--- config.mk ---
export PLATFORM = sky130hd
export DESIGN_NAME = selectable_string_hasher_flat
export DESIGN_NICKNAME = d
export VERILOG_FILES = /design/src/ssh_pkg.sv /design/src/ssh_stream_if.sv /design/src/selectable_string_hasher.sv /design/src/flat_wrapper.sv
export SDC_FILE = /design/constraint.sdc
export NUM_CORES = 2
export LEC_CHECK = 0
export ABC_AREA = 1
export BUFFER_PORTS_ARGS = -buffer_cell sky130_fd_sc_hd__buf_4
export CELL_PAD_IN_SITES_DETAIL_PLACEMENT = 1
export CELL_PAD_IN_SITES_GLOBAL_PLACEMENT = 2
export CORE_AREA = 2 2 291 365
export DETAILED_ROUTE_END_ITERATION = 12
export DIE_AREA = 0 0 293 367
export PLACE_DENSITY_LB_ADDON = 0.15
export SLEW_MARGIN = 20
export SYNTH_ARGS = -nofsm -noshare
export SYNTH_HDL_FRONTEND = slang
export SYNTH_SLANG_ARGS = --single-unit
export TNS_END_PERCENT = 10
--- constraint.sdc ---
create_clock -name clock -period 10.9 [get_ports clock]
set_input_delay 2.18 -clock clock [delete_from_list [all_inputs] [get_ports clock]]
set_output_delay 2.18 -clock clock [all_outputs]
set_load 0.1 [all_outputs]
--- src/ssh_pkg.sv ---
`default_nettype none

package ssh_pkg;

   localparam int KEY_WIDTH      = 8;
   localparam int HASH_WIDTH     = 32;
   localparam int ALG_WIDTH      = 3;
   localparam int CSR_DATA_WIDTH = 32;
   localparam int CSR_INDEX_WIDTH = 1;
   localparam int DIV_COUNT_WIDTH = $clog2(HASH_WIDTH);

   // Register indexes of the configuration port.
   localparam logic [CSR_INDEX_WIDTH-1:0] CSR_ALGORITHM    = 1'b0;
   localparam logic [CSR_INDEX_WIDTH-1:0] CSR_BUCKET_COUNT = 1'b1;

   // Hash algorithm codes.
   localparam logic [ALG_WIDTH-1:0] ALG_RS   = 3'd0;
   localparam logic [ALG_WIDTH-1:0] ALG_JS   = 3'd1;
   localparam logic [ALG_WIDTH-1:0] ALG_PJW  = 3'd2;
   localparam logic [ALG_WIDTH-1:0] ALG_ELF  = 3'd3;
   localparam logic [ALG_WIDTH-1:0] ALG_BKDR = 3'd4;
   localparam logic [ALG_WIDTH-1:0] ALG_SDBM = 3'd5;
   localparam logic [ALG_WIDTH-1:0] ALG_DJB  = 3'd6;
   localparam logic [ALG_WIDTH-1:0] ALG_AP   = 3'd7;

   localparam logic [HASH_WIDTH-1:0] RS_B_MULT     = 32'd378551;
   localparam logic [HASH_WIDTH-1:0] RS_A_SEED     = 32'd63689;
   localparam logic [HASH_WIDTH-1:0] JS_SEED       = 32'd1315423911;
   localparam logic [HASH_WIDTH-1:0] HIGH_NIBBLE   = 32'hF000_0000;
   localparam logic [HASH_WIDTH-1:0] BKDR_MULT     = 32'd131;
   localparam logic [HASH_WIDTH-1:0] DJB_SEED      = 32'd5381;
   localparam logic [HASH_WIDTH-1:0] BUCKET_RESET  = 32'd65536;

   typedef enum logic [2:0] {
      ST_IDLE,
      ST_MUL,
      ST_UPDATE,
      ST_DIVIDE,
      ST_DELIVER
   } ssh_state_type;

   function automatic logic [HASH_WIDTH-1:0] ssh_seed(input logic [ALG_WIDTH-1:0] alg);
      logic [HASH_WIDTH-1:0] seed;
      seed = '0;
      if (alg == ALG_JS) begin
         seed = JS_SEED;
      end else if (alg == ALG_DJB) begin
         seed = DJB_SEED;
      end
      return seed;
   endfunction

endpackage

`default_nettype wire

--- src/ssh_stream_if.sv ---
`default_nettype none

interface ssh_req_if;
   import ssh_pkg::*;

   logic                 valid;
   logic                 ready;
   logic [KEY_WIDTH-1:0] key_byte;
   logic                 last_byte;

   modport source (output valid, output key_byte, output last_byte, input ready);
   modport sink (input valid, input key_byte, input last_byte, output ready);
endinterface

interface ssh_rsp_if;
   import ssh_pkg::*;

   logic                  valid;
   logic                  ready;
   logic [HASH_WIDTH-1:0] bucket_index;

   modport source (output valid, output bucket_index, input ready);
   modport sink (input valid, input bucket_index, output ready);
endinterface

`default_nettype wire

--- src/selectable_string_hasher.sv ---
// Hashes a key that arrives one byte per transfer on req_bus with one of eight 32-bit
// string hashes (RS, JS, PJW, ELF, BKDR, SDBM, DJB, AP), selected by the algorithm
// register; the byte marked last_byte yields bucket_index = hash mod bucket_count on
// rsp_bus (the raw hash when bucket_count is zero) and reloads the seeds for the next
// key. A byte passes from transfer to the next ready through accept, one pass through
// the shared 32x32 multiplier, and the hash update that also steps the RS multiplier
// through the same unit. A last byte then goes through the bit-serial remainder unit
// (skipped when bucket_count is zero) and a state that loads the output register,
// waiting while an earlier result is unaccepted. The output register lets the next key
// start while a result waits. Writing the algorithm register abandons any partial key.
`default_nettype none

module selectable_string_hasher (
   input  wire                                   clock,
   input  wire                                   reset,
   ssh_req_if.sink                               req_bus,
   ssh_rsp_if.source                             rsp_bus,
   input  wire                                   csr_write_enable,
   input  wire [ssh_pkg::CSR_INDEX_WIDTH-1:0]    csr_index,
   input  wire [ssh_pkg::CSR_DATA_WIDTH-1:0]     csr_write_data
);
   import ssh_pkg::*;

   ssh_state_type               state_ff, state_in;
   logic [ALG_WIDTH-1:0]        algorithm_ff, algorithm_in;
   logic [HASH_WIDTH-1:0]       bucket_ff, bucket_in;
   logic [HASH_WIDTH-1:0]       hash_ff, hash_in;
   logic [HASH_WIDTH-1:0]       rs_mult_ff, rs_mult_in;
   logic                        odd_ff, odd_in;
   logic [HASH_WIDTH-1:0]       char_ff, char_in;
   logic                        last_ff, last_in;
   logic [HASH_WIDTH-1:0]       prod_ff, prod_in;
   logic [HASH_WIDTH-1:0]       dividend_ff, dividend_in;
   logic [HASH_WIDTH-1:0]       rem_ff, rem_in;
   logic [DIV_COUNT_WIDTH-1:0]  count_ff, count_in;
   logic                        rsp_valid_ff, rsp_valid_in;
   logic [HASH_WIDTH-1:0]       rsp_index_ff, rsp_index_in;

   logic [HASH_WIDTH-1:0]       mul_a;
   logic [HASH_WIDTH-1:0]       mul_b;
   logic [HASH_WIDTH-1:0]       mul_product;
   logic [HASH_WIDTH-1:0]       hash_next;
   logic [HASH_WIDTH-1:0]       fold_sum;
   logic [HASH_WIDTH-1:0]       fold_top;
   logic [HASH_WIDTH:0]         div_shifted;
   logic [HASH_WIDTH:0]         div_diff;
   logic                        req_transfer;
   logic                        rsp_transfer;

   assign req_bus.ready        = (state_ff == ST_IDLE);
   assign req_transfer         = req_bus.valid && req_bus.ready;
   assign rsp_transfer         = rsp_valid_ff && rsp_bus.ready;
   assign rsp_bus.valid        = rsp_valid_ff;
   assign rsp_bus.bucket_index = rsp_index_ff;

   // The one multiplier serves the hash product in ST_MUL and steps the RS
   // multiplier in ST_UPDATE; only the low 32 bits are kept.
   always_comb begin
      if (state_ff == ST_MUL) begin
         mul_a = hash_ff;
         mul_b = (algorithm_ff == ALG_RS) ? rs_mult_ff : BKDR_MULT;
      end else begin
         mul_a = RS_B_MULT;
         mul_b = rs_mult_ff;
      end
   end

   assign mul_product = mul_a * mul_b;

   assign fold_sum = (hash_ff << 4) + char_ff;
   assign fold_top = fold_sum & HIGH_NIBBLE;

   always_comb begin
      case (algorithm_ff)
         ALG_RS: begin
            hash_next = prod_ff + char_ff;
         end
         ALG_JS: begin
            hash_next = hash_ff ^ ((hash_ff << 5) + char_ff + (hash_ff >> 2));
         end
         ALG_PJW, ALG_ELF: begin
            // Folding an empty top nibble changes nothing, so it is applied always.
            hash_next = (fold_sum ^ (fold_top >> 24)) & ~fold_top;
         end
         ALG_BKDR: begin
            hash_next = prod_ff + char_ff;
         end
         ALG_SDBM: begin
            hash_next = char_ff + (hash_ff << 6) + (hash_ff << 16) - hash_ff;
         end
         ALG_DJB: begin
            hash_next = hash_ff + (hash_ff << 5) + char_ff;
         end
         ALG_AP: begin
            if (!odd_ff) begin
               hash_next = hash_ff ^ ((hash_ff << 7) ^ char_ff ^ (hash_ff >> 3));
            end else begin
               hash_next = hash_ff ^ ~((hash_ff << 11) ^ char_ff ^ (hash_ff >> 5));
            end
         end
         default: begin
            hash_next = hash_ff;
         end
      endcase
   end

   // Restoring remainder step: one dividend bit per cycle.
   assign div_shifted = {rem_ff, dividend_ff[HASH_WIDTH-1]};
   assign div_diff    = div_shifted - {1'b0, bucket_ff};

   always_comb begin
      state_in     = state_ff;
      algorithm_in = algorithm_ff;
      bucket_in    = bucket_ff;
      hash_in      = hash_ff;
      rs_mult_in   = rs_mult_ff;
      odd_in       = odd_ff;
      char_in      = char_ff;
      last_in      = last_ff;
      prod_in      = prod_ff;
      dividend_in  = dividend_ff;
      rem_in       = rem_ff;
      count_in     = count_ff;
      rsp_valid_in = rsp_valid_ff && !rsp_transfer;
      rsp_index_in = rsp_index_ff;

      case (state_ff)
         ST_IDLE: begin
            if (req_transfer) begin
               char_in  = {{(HASH_WIDTH-KEY_WIDTH){req_bus.key_byte[KEY_WIDTH-1]}},
                           req_bus.key_byte};
               last_in  = req_bus.last_byte;
               state_in = ST_MUL;
            end
         end
         ST_MUL: begin
            prod_in  = mul_product;
            state_in = ST_UPDATE;
         end
         ST_UPDATE: begin
            hash_in = hash_next;
            if (algorithm_ff == ALG_RS) begin
               rs_mult_in = mul_product;
            end
            if (algorithm_ff == ALG_AP) begin
               odd_in = !odd_ff;
            end
            state_in = ST_IDLE;
            if (last_ff) begin
               hash_in     = ssh_seed(algorithm_ff);
               rs_mult_in  = RS_A_SEED;
               odd_in      = 1'b0;
               dividend_in = hash_next;
               rem_in      = hash_next;
               count_in    = '0;
               if (bucket_ff == '0) begin
                  state_in = ST_DELIVER;
               end else begin
                  rem_in   = '0;
                  state_in = ST_DIVIDE;
               end
            end
         end
         ST_DIVIDE: begin
            rem_in      = div_diff[HASH_WIDTH] ? div_shifted[HASH_WIDTH-1:0]
                                               : div_diff[HASH_WIDTH-1:0];
            dividend_in = dividend_ff << 1;
            count_in    = count_ff + 1'b1;
            if (count_ff == DIV_COUNT_WIDTH'(HASH_WIDTH - 1)) begin
               state_in = ST_DELIVER;
            end
         end
         ST_DELIVER: begin
            if (!rsp_valid_ff || rsp_transfer) begin
               rsp_valid_in = 1'b1;
               rsp_index_in = rem_ff;
               state_in     = ST_IDLE;
            end
         end
         default: begin
            state_in = ST_IDLE;
         end
      endcase

      // The user must write configuration only while the block is idle; the block does not enforce this.
      if (csr_write_enable) begin
         case (csr_index)
            CSR_ALGORITHM: begin
               algorithm_in = csr_write_data[ALG_WIDTH-1:0];
               hash_in      = ssh_seed(csr_write_data[ALG_WIDTH-1:0]);
               rs_mult_in   = RS_A_SEED;
               odd_in       = 1'b0;
            end
            CSR_BUCKET_COUNT: begin
               bucket_in = csr_write_data[HASH_WIDTH-1:0];
            end
            default: begin
               bucket_in = bucket_ff;
            end
         endcase
      end
   end

   always_ff @(posedge clock) begin
      if (reset) begin
         state_ff     <= ST_IDLE;
         algorithm_ff <= ALG_RS;
         bucket_ff    <= BUCKET_RESET;
         hash_ff      <= ssh_seed(ALG_RS);
         rs_mult_ff   <= RS_A_SEED;
         odd_ff       <= 1'b0;
         rsp_valid_ff <= 1'b0;
         count_ff     <= '0;
      end else begin
         state_ff     <= state_in;
         algorithm_ff <= algorithm_in;
         bucket_ff    <= bucket_in;
         hash_ff      <= hash_in;
         rs_mult_ff   <= rs_mult_in;
         odd_ff       <= odd_in;
         rsp_valid_ff <= rsp_valid_in;
         count_ff     <= count_in;
      end
   end

   always_ff @(posedge clock) begin
      char_ff      <= char_in;
      last_ff      <= last_in;
      prod_ff      <= prod_in;
      dividend_ff  <= dividend_in;
      rem_ff       <= rem_in;
      rsp_index_ff <= rsp_index_in;
   end

endmodule

`default_nettype wire

--- src/flat_wrapper.sv ---
// flat-port wrapper written by rule: the top's interface ports become plain ports
module selectable_string_hasher_flat import ssh_pkg::*;
  (clock, reset, csr_write_enable, csr_index, csr_write_data, req_bus_valid, req_bus_key_byte, req_bus_last_byte, req_bus_ready, rsp_bus_valid, rsp_bus_bucket_index, rsp_bus_ready);
  ssh_req_if req_bus_i ();
  ssh_rsp_if rsp_bus_i ();
  input  wire clock;
  input  wire reset;
  input  wire csr_write_enable;
  input  wire [ssh_pkg::CSR_INDEX_WIDTH-1:0] csr_index;
  input  wire [ssh_pkg::CSR_DATA_WIDTH-1:0] csr_write_data;
  input wire logic [$bits(req_bus_i.valid)-1:0] req_bus_valid;
  input wire logic [$bits(req_bus_i.key_byte)-1:0] req_bus_key_byte;
  input wire logic [$bits(req_bus_i.last_byte)-1:0] req_bus_last_byte;
  output wire logic [$bits(req_bus_i.ready)-1:0] req_bus_ready;
  output wire logic [$bits(rsp_bus_i.valid)-1:0] rsp_bus_valid;
  output wire logic [$bits(rsp_bus_i.bucket_index)-1:0] rsp_bus_bucket_index;
  input wire logic [$bits(rsp_bus_i.ready)-1:0] rsp_bus_ready;
  assign req_bus_i.valid = req_bus_valid;
  assign req_bus_i.key_byte = req_bus_key_byte;
  assign req_bus_i.last_byte = req_bus_last_byte;
  assign req_bus_ready = req_bus_i.ready;
  assign rsp_bus_valid = rsp_bus_i.valid;
  assign rsp_bus_bucket_index = rsp_bus_i.bucket_index;
  assign rsp_bus_i.ready = rsp_bus_ready;
  selectable_string_hasher u_core (.clock(clock), .reset(reset), .req_bus(req_bus_i), .rsp_bus(rsp_bus_i), .csr_write_enable(csr_write_enable), .csr_index(csr_index), .csr_write_data(csr_write_data));
endmodule
# [Yosys cells after proc, flatten, opt, wreduce, memory -nomap -nowiden]
# Cells that the tools add are included.
[totals] in_bits=47 out_inout_bits=34 ff_bits=246 elab_cells=114
[classes] n_mux=39 n_eq_ne=18 addsub=11 bitwise_logic=12 multipliers=1 reduce_logical=19
[ops] op="$mux W32" n=19
[ops] op="$add A32 B32 Y32" n=7
[ops] op="$pmux W32 S6" n=1
[ops] op="$xor A32 B32 Y32" n=5
[ops] op="$pmux W32 S2" n=2
[ops] op="$not A32 Y32" n=2
[ops] op="$sub A33 B32 Y33" n=1
[ops] op="$add A32 B30 Y32" n=1
[ops] op="$and A32 B32 Y32" n=1
[ops] op="$logic_not A32 Y1" n=1
[ops] op="$mul A32 B32 Y32" n=1
[ops] op="$sub A32 B32 Y32" n=1
[ops] op="$xor A32 B27 Y32" n=1
[ops] op="$xor A32 B29 Y32" n=1
[ops] op="$xor A32 B8 Y32" n=1
[ops] op="$mux W13" n=2
[ops] op="$eq A3 B3 Y1 const B" n=6
[ops] op="$mux W3" n=5
[ops] op="$pmux W3 S5" n=1
[ops] op="$eq A3 B2 Y1 const B" n=4
[ops] op="$pmux W5 S2" n=1
[ops] op="$reduce_and A2 Y1" n=5
[ops] op="$eq A3 B1 Y1 const B" n=3
[ops] op="$mux W1" n=7
[ops] op="other kinds (13)" n=21

# [Logic depth before layout (Yosys ltp)]
[depth] word_depth=10 ltp_mapped=41 depth_no_buf=39

# [Worst setup path before layout]
# OpenSTA, ideal clock, no wires.
[synth_path] path_type="reg-to-reg" startpoint="reg u_core.char_ff[7]" endpoint="reg u_core.rem_ff[17], data pin" setup_slack_ps=1461 arrival_ps=9183 synth_period_minus_slack_ps=9439 n_path_buf=0 required_time_ps=10644 stages_incl_launch_ff=20 setup_time_ps=256 path_cell_list="edfxtp_1 > inv_1 > fa_1 > inv_1 > ha_1 > ha_1 > a21oi_1 > o21ai_0 > a21oi_1 > inv_1 > a21oi_1 > o21bai_1 > or2_2 > nand3_1 > nand2_1 > a21oi_1 > nand3_1 > and2_1 > nand3_1 > nand2_1"
[synth_via] elab_chain_cells=9 elab_cells_between_ends=23 cone_classes="add/sub: 8; mux: 5; bitwise: 10"
[synth_lines] element="start: declaration" line_no="selectable_string_hasher.sv:30" text="logic [HASH_WIDTH-1:0] char_ff, char_in;"
[synth_lines] element="start signal: assignment" line_no="selectable_string_hasher.sv:227" text="char_ff <= char_in;"
[synth_lines] element="branches (longest 5 deep; another with $add A32 B32 Y32)"
[synth_lines] element="$pmux W32 S6 *" line_no="selectable_string_hasher.sv:74" text="case (algorithm_ff)"
[synth_lines] element="$mux W32 *" line_no="selectable_string_hasher.sv:156" text="if (bucket_ff == '0) begin"
[synth_lines] element="$mux W32 *" line_no="selectable_string_hasher.sv:149" text="if (last_ff) begin"
[synth_lines] element="$pmux W32 S2 *" line_no="selectable_string_hasher.sv:127" text="case (state_ff)"
[synth_lines] element="via u_core.rem_in[17]" line_no="selectable_string_hasher.sv:34" text="logic [HASH_WIDTH-1:0] rem_ff, rem_in;"
[synth_lines] element="end signal: assignment" line_no="selectable_string_hasher.sv:231" text="rem_ff <= rem_in;"
[synth_lines] element="end: declaration" line_no="selectable_string_hasher.sv:34"
# Mark *: on every way through the listed nets, which the timed path passes. The select of a mux whose other input is x is not followed.
# A chain may end at the register's enable or synchronous reset.

# [Final worst setup path]
[layout_path] startpoint="reg u_core.algorithm_ff[0]" endpoint="reg u_core.rs_mult_ff[28]"
[layout_via] elab_chain_cells=9
[layout_lines] element="start: declaration" line_no="selectable_string_hasher.sv:25" text="logic [ALG_WIDTH-1:0] algorithm_ff, algorithm_in;"
[layout_lines] element="start signal: assignment" line_no="selectable_string_hasher.sv:216" text="algorithm_ff <= algorithm_in;"
[layout_lines] element="$logic_not A3 Y1 *" line_no="selectable_string_hasher.sv:61" text="mul_b = (algorithm_ff == ALG_RS) ? rs_mult_ff : BKDR_MULT;"
[layout_lines] element="$mux W32 *" line_no="selectable_string_hasher.sv:61"
[layout_lines] element="$mux W32 *" line_no="selectable_string_hasher.sv:59" text="if (state_ff == ST_MUL) begin"
[layout_lines] element="$mul A32 B32 Y32 *" line_no="selectable_string_hasher.sv:68" text="assign mul_product = mul_a * mul_b;"
[layout_lines] element="via u_core.mul_product[28]" line_no="selectable_string_hasher.sv:41" text="logic [HASH_WIDTH-1:0] mul_product;"
[layout_lines] element="$mux W32 *" line_no="selectable_string_hasher.sv:142" text="if (algorithm_ff == ALG_RS) begin"
[layout_lines] element="$mux W32 *" line_no="selectable_string_hasher.sv:149"
[layout_lines] element="$mux W32 *" line_no="selectable_string_hasher.sv:127"
[layout_lines] element="$mux W32" line_no="selectable_string_hasher.sv:187" text="case (csr_index)"
[layout_lines] element="$mux W32 *" line_no="selectable_string_hasher.sv:186" text="if (csr_write_enable) begin"
[layout_lines] element="end signal: assignment" line_no="selectable_string_hasher.sv:219" text="rs_mult_ff <= rs_mult_in;"
[layout_lines] element="end: declaration" line_no="selectable_string_hasher.sv:28" text="logic [HASH_WIDTH-1:0] rs_mult_ff, rs_mult_in;"
# The timed path passes the listed nets; every way through them passes the cells marked *.

==> reports/summary.txt <==
===============================================================================================
Result of the run                                                                  complete, no violations
Dpl hpwl                                                                              150000 um
Post-synthesis instance area                                                       0.0403 sq mm
Post-route fraction of the period consumed by the critical path                           0.906
Gate count of the mapped netlist                                                           5406
Met1 GRT Util                                                                             0.386
Core area                                                                           0.104 sq mm
Fraction of layout instances using a drive strength above 1                              0.0591
Sequential fraction of the synthesis area                                                 0.156
Largest net degree at the start of global routing                                           103
Placement-stage cell area                                                          0.0429 sq mm
Total count of hold-check failures in the final report                                        0
Post-route cell area                                                               0.0439 sq mm
Startpoint Class                                                                       register
Startpoint of the worst setup timing path                                          u_core.algorithm_ff[0]
Antenna violations before repair                                                              2
Remaining global-route overflow                                                               0
Met2 track demand over resource                                                           0.594
Max frequency                                                                         0.101 GHz
Number of instances resized during post-cts repair                                            0
Reg-to-Reg Start                                                                   u_core.algorithm_ff[0]
CP Max Fanout                                                                                25
DRC violations left                                                                           0
Most heavily used metal layer in global routing                                            met2
Number of global-route vias before repair                                                 40400
Number of distinct library cells after synthesis                                             56
Critical path data required time                                                       11.37 ns
First-pass detailed-route iteration total                                                     7
Setup tns final                                                                            0 ns
Clock input transition at the sequential cells of the worst setup and hold paths        0.06 ns
Class of the most critical setup path                                              register to register
Detailed router's first-iteration violation count                                          2377
Syn_nets                                                                                   6315
CP arrival                                                                             10.35 ns
Total clock buffers created by CTS                                                           30
Overall die area                                                                    0.108 sq mm
Flip-flop cell with the highest count after synthesis                              sky130_fd_sc_hd__edfxtp_1
Max-cap violations                                                                            0
Number of core rows                                                                         133
DIE WIDTH                                                                                293 um
Hold crit path type                                                                register to register
Transition time of the tightest slew-check pin                                          1.15 ns
Count of pins on the block boundary                                                          81
Cell with the largest stage delay on the worst path                                sky130_fd_sc_hd__inv_1
Total wire length                                                                     183000 um
Root buf cell                                                                      sky130_fd_sc_hd__clkbuf_16
Net count of the finished layout                                                           6383
Total number of vias                                                                      38200
Worst Hold Launch                                                                  u_core.rs_mult_ff[0]
H-tree depth reported by CTS                                                                  1
Ratio of routed vias to standard cells                                                     5.58
Hold buffers post-CTS                                                                         0
Mean post-synth cell area                                                            7.46 sq um
Count of flip-flops with a built-in enable after synthesis                                  137
Area added between synthesis and finish                                                   8.77%
Synthesis-stage register bit count                                                          246
TritonCTS clock tree                                                                        yes
Final worst clock skew                                                                0.0198 ns
Starting utilization of the core area                                                     0.387
Clock insertion delay at the later pin of the skew report                               0.60 ns
Slew HR                                                                                   0.226
Async S/R FF share, synth                                                                     0
Tot GR Track Use                                                                          0.339
Number of endpoints failing setup at the final stage                                          0
ANT nets after route                                                                          0
Post-CTS setup-driven buffer insertion count                                                  0
Wire length of the first global-routing pass                                          269000 um
Crit. End Element                                                                      register
Unrepaired setup endpoints after global routing                                           false
Average wire per standard cell                                                          26.7 um
Count of final max-slew check failures                                                        0
Maximum clock path buffer count                                                               3
GP Congestion                                                                              1.03
Port Buffers                                                                                 80
Met3 track utilization from global routing                                               0.0301
Most repeated library cell on the critical path                                    sky130_fd_sc_hd__fa_1
Period minus WS final                                                                   9.87 ns
YS warnings                                                                                   0
Sinks on the clock net                                                                      246
DIE HEIGHT                                                                               367 um
Max incr delay on CP                                                                    0.70 ns
===============================================================================================
## worst paths after layout
check                               end  slack (ns)  cells past startpoint
hold reg to reg    u_core.rs_mult_ff[0]        0.46                      2
setup / recovery  u_core.rs_mult_ff[28]        1.03                     32
hold / removal     u_core.rs_mult_ff[0]        0.46                      2
setup reg to reg  u_core.rs_mult_ff[28]        1.03                     32
## cells in the mapped netlist (all sizes together), types with 5 or more instances
library cell  number  area (sq um)
xnor2             45           394
clkbuf           122           458
ha               356          4450
clkinv             9          33.8
nand3b            17           128
nand3            264          1330
o22ai              5          31.3
a21o              25           188
a21oi            444          2220
o21ai            380          1900
a211oi            14           105
xor2              86           753
edfxtp           137          4110
and3               7          43.8
o21a               7          52.6
o211ai            38           285
o221ai             8          70.1
o21bai            20           150
fa               506         10100
dfxtp            109          2180
nand4             48           300
inv              901          3380
nand2           1062          4020
o31ai              6          45.0
buf               28           169
or2               31           194
a31oi             18           113
nor4              25           156
nor3              50           250
nor2             599          2350
a21boi            12          90.1
a221oi             7          61.3
## cell usage in the layout, fill, tap and decap left out, types with 17 or more instances in the layout
master / instances
sky130_fd_sc_hd__nand4_1: 48
sky130_fd_sc_hd__dfxtp_1: 109
sky130_fd_sc_hd__buf_4: 184
sky130_fd_sc_hd__a21oi_1: 443
sky130_fd_sc_hd__inv_2: 18
sky130_fd_sc_hd__a21o_1: 25
sky130_fd_sc_hd__nor4_1: 25
sky130_fd_sc_hd__edfxtp_1: 137
sky130_fd_sc_hd__o21ai_0: 372
sky130_fd_sc_hd__nor2_1: 576
sky130_fd_sc_hd__nand3b_1: 17
sky130_fd_sc_hd__o211ai_1: 38
sky130_fd_sc_hd__o21bai_1: 20
sky130_fd_sc_hd__fa_1: 506
sky130_fd_sc_hd__inv_1: 881
sky130_fd_sc_hd__a31oi_1: 18
sky130_fd_sc_hd__ha_1: 356
sky130_fd_sc_hd__nor3_1: 49
sky130_fd_sc_hd__nand3_1: 263
sky130_fd_sc_hd__xnor2_1: 45
sky130_fd_sc_hd__xor2_1: 86
sky130_fd_sc_hd__nand2_1: 1049
sky130_fd_sc_hd__clkbuf_16: 31
sky130_fd_sc_hd__or2_2: 30
## per-stage QoR
| stage | hold slack, ns | setup WS, ns | cells | utilization |
|---|---|---|---|---|
| 2_1_floorplan | 0.432 | 1.46 | 5406 | - |
| 3_3_place_gp | 0.443 | 1.48 | 6791 | 0.411 |
| 3_5_place_dp | 0.448 | 1.07 | 6791 | 0.411 |
| 4_1_cts | 0.465 | 1.05 | 6846 | 0.420 |
| 5_1_grt | 0.488 | 0.204 | 6848 | 0.420 |
| 6_report | 0.462 | 1.03 | 6848 | 0.420 |
## sequential cells by signal, summed over array words and instances (netlist names), 5 cells and up
register	flops
u_core.bucket_ff	32
u_core.dividend_ff	32
u_core.hash_ff	32
u_core.prod_ff	32
u_core.rem_ff	32
u_core.rs_mult_ff	32
u_core.rsp_bus.bucket_index	32
u_core.char_ff	8
u_core.count_ff	5
## critical path, delay by kind of cell (launching register included)
family | cells | cell delay, ns
AOI/OAI and AO/OA | 4 | 0.63
DFF | 1 | 0.35
buffers and inverters | 7 | 1.67
and+or+nand+nor | 12 | 2.88
adders and majority gates | 9 | 4.19
## routing by layer
layer / vias to the layer above / routed length [um]
met5: - / 14
met4: 2 / 16300
met3: 431 / 7120
met2: 1024 / 89700
met1: 19300 / 69500
li1: 17500 / -
## kinds of logic after synthesis
family          after synthesis  synth area share
compound gates              999             0.135
xor+xnor                    131            0.0284
fa+ha+maj                   862             0.362
buf+inv                    1060             0.100
flops                       246             0.156
simple gates               2108             0.219
## cell type report
type	count	area, sq um
antenna	1	2.50
clock buffer	42	877
clock inverter	13	108
fill	13000	60500
inverter	910	3420
multi-input combinational	4100	30100
sequential	246	6300
tap	1350	1690
timing repair buffer	186	1430
Power is not shown: default switching activity piles up to over one toggle a cycle in this logic, so the estimate is an artifact.
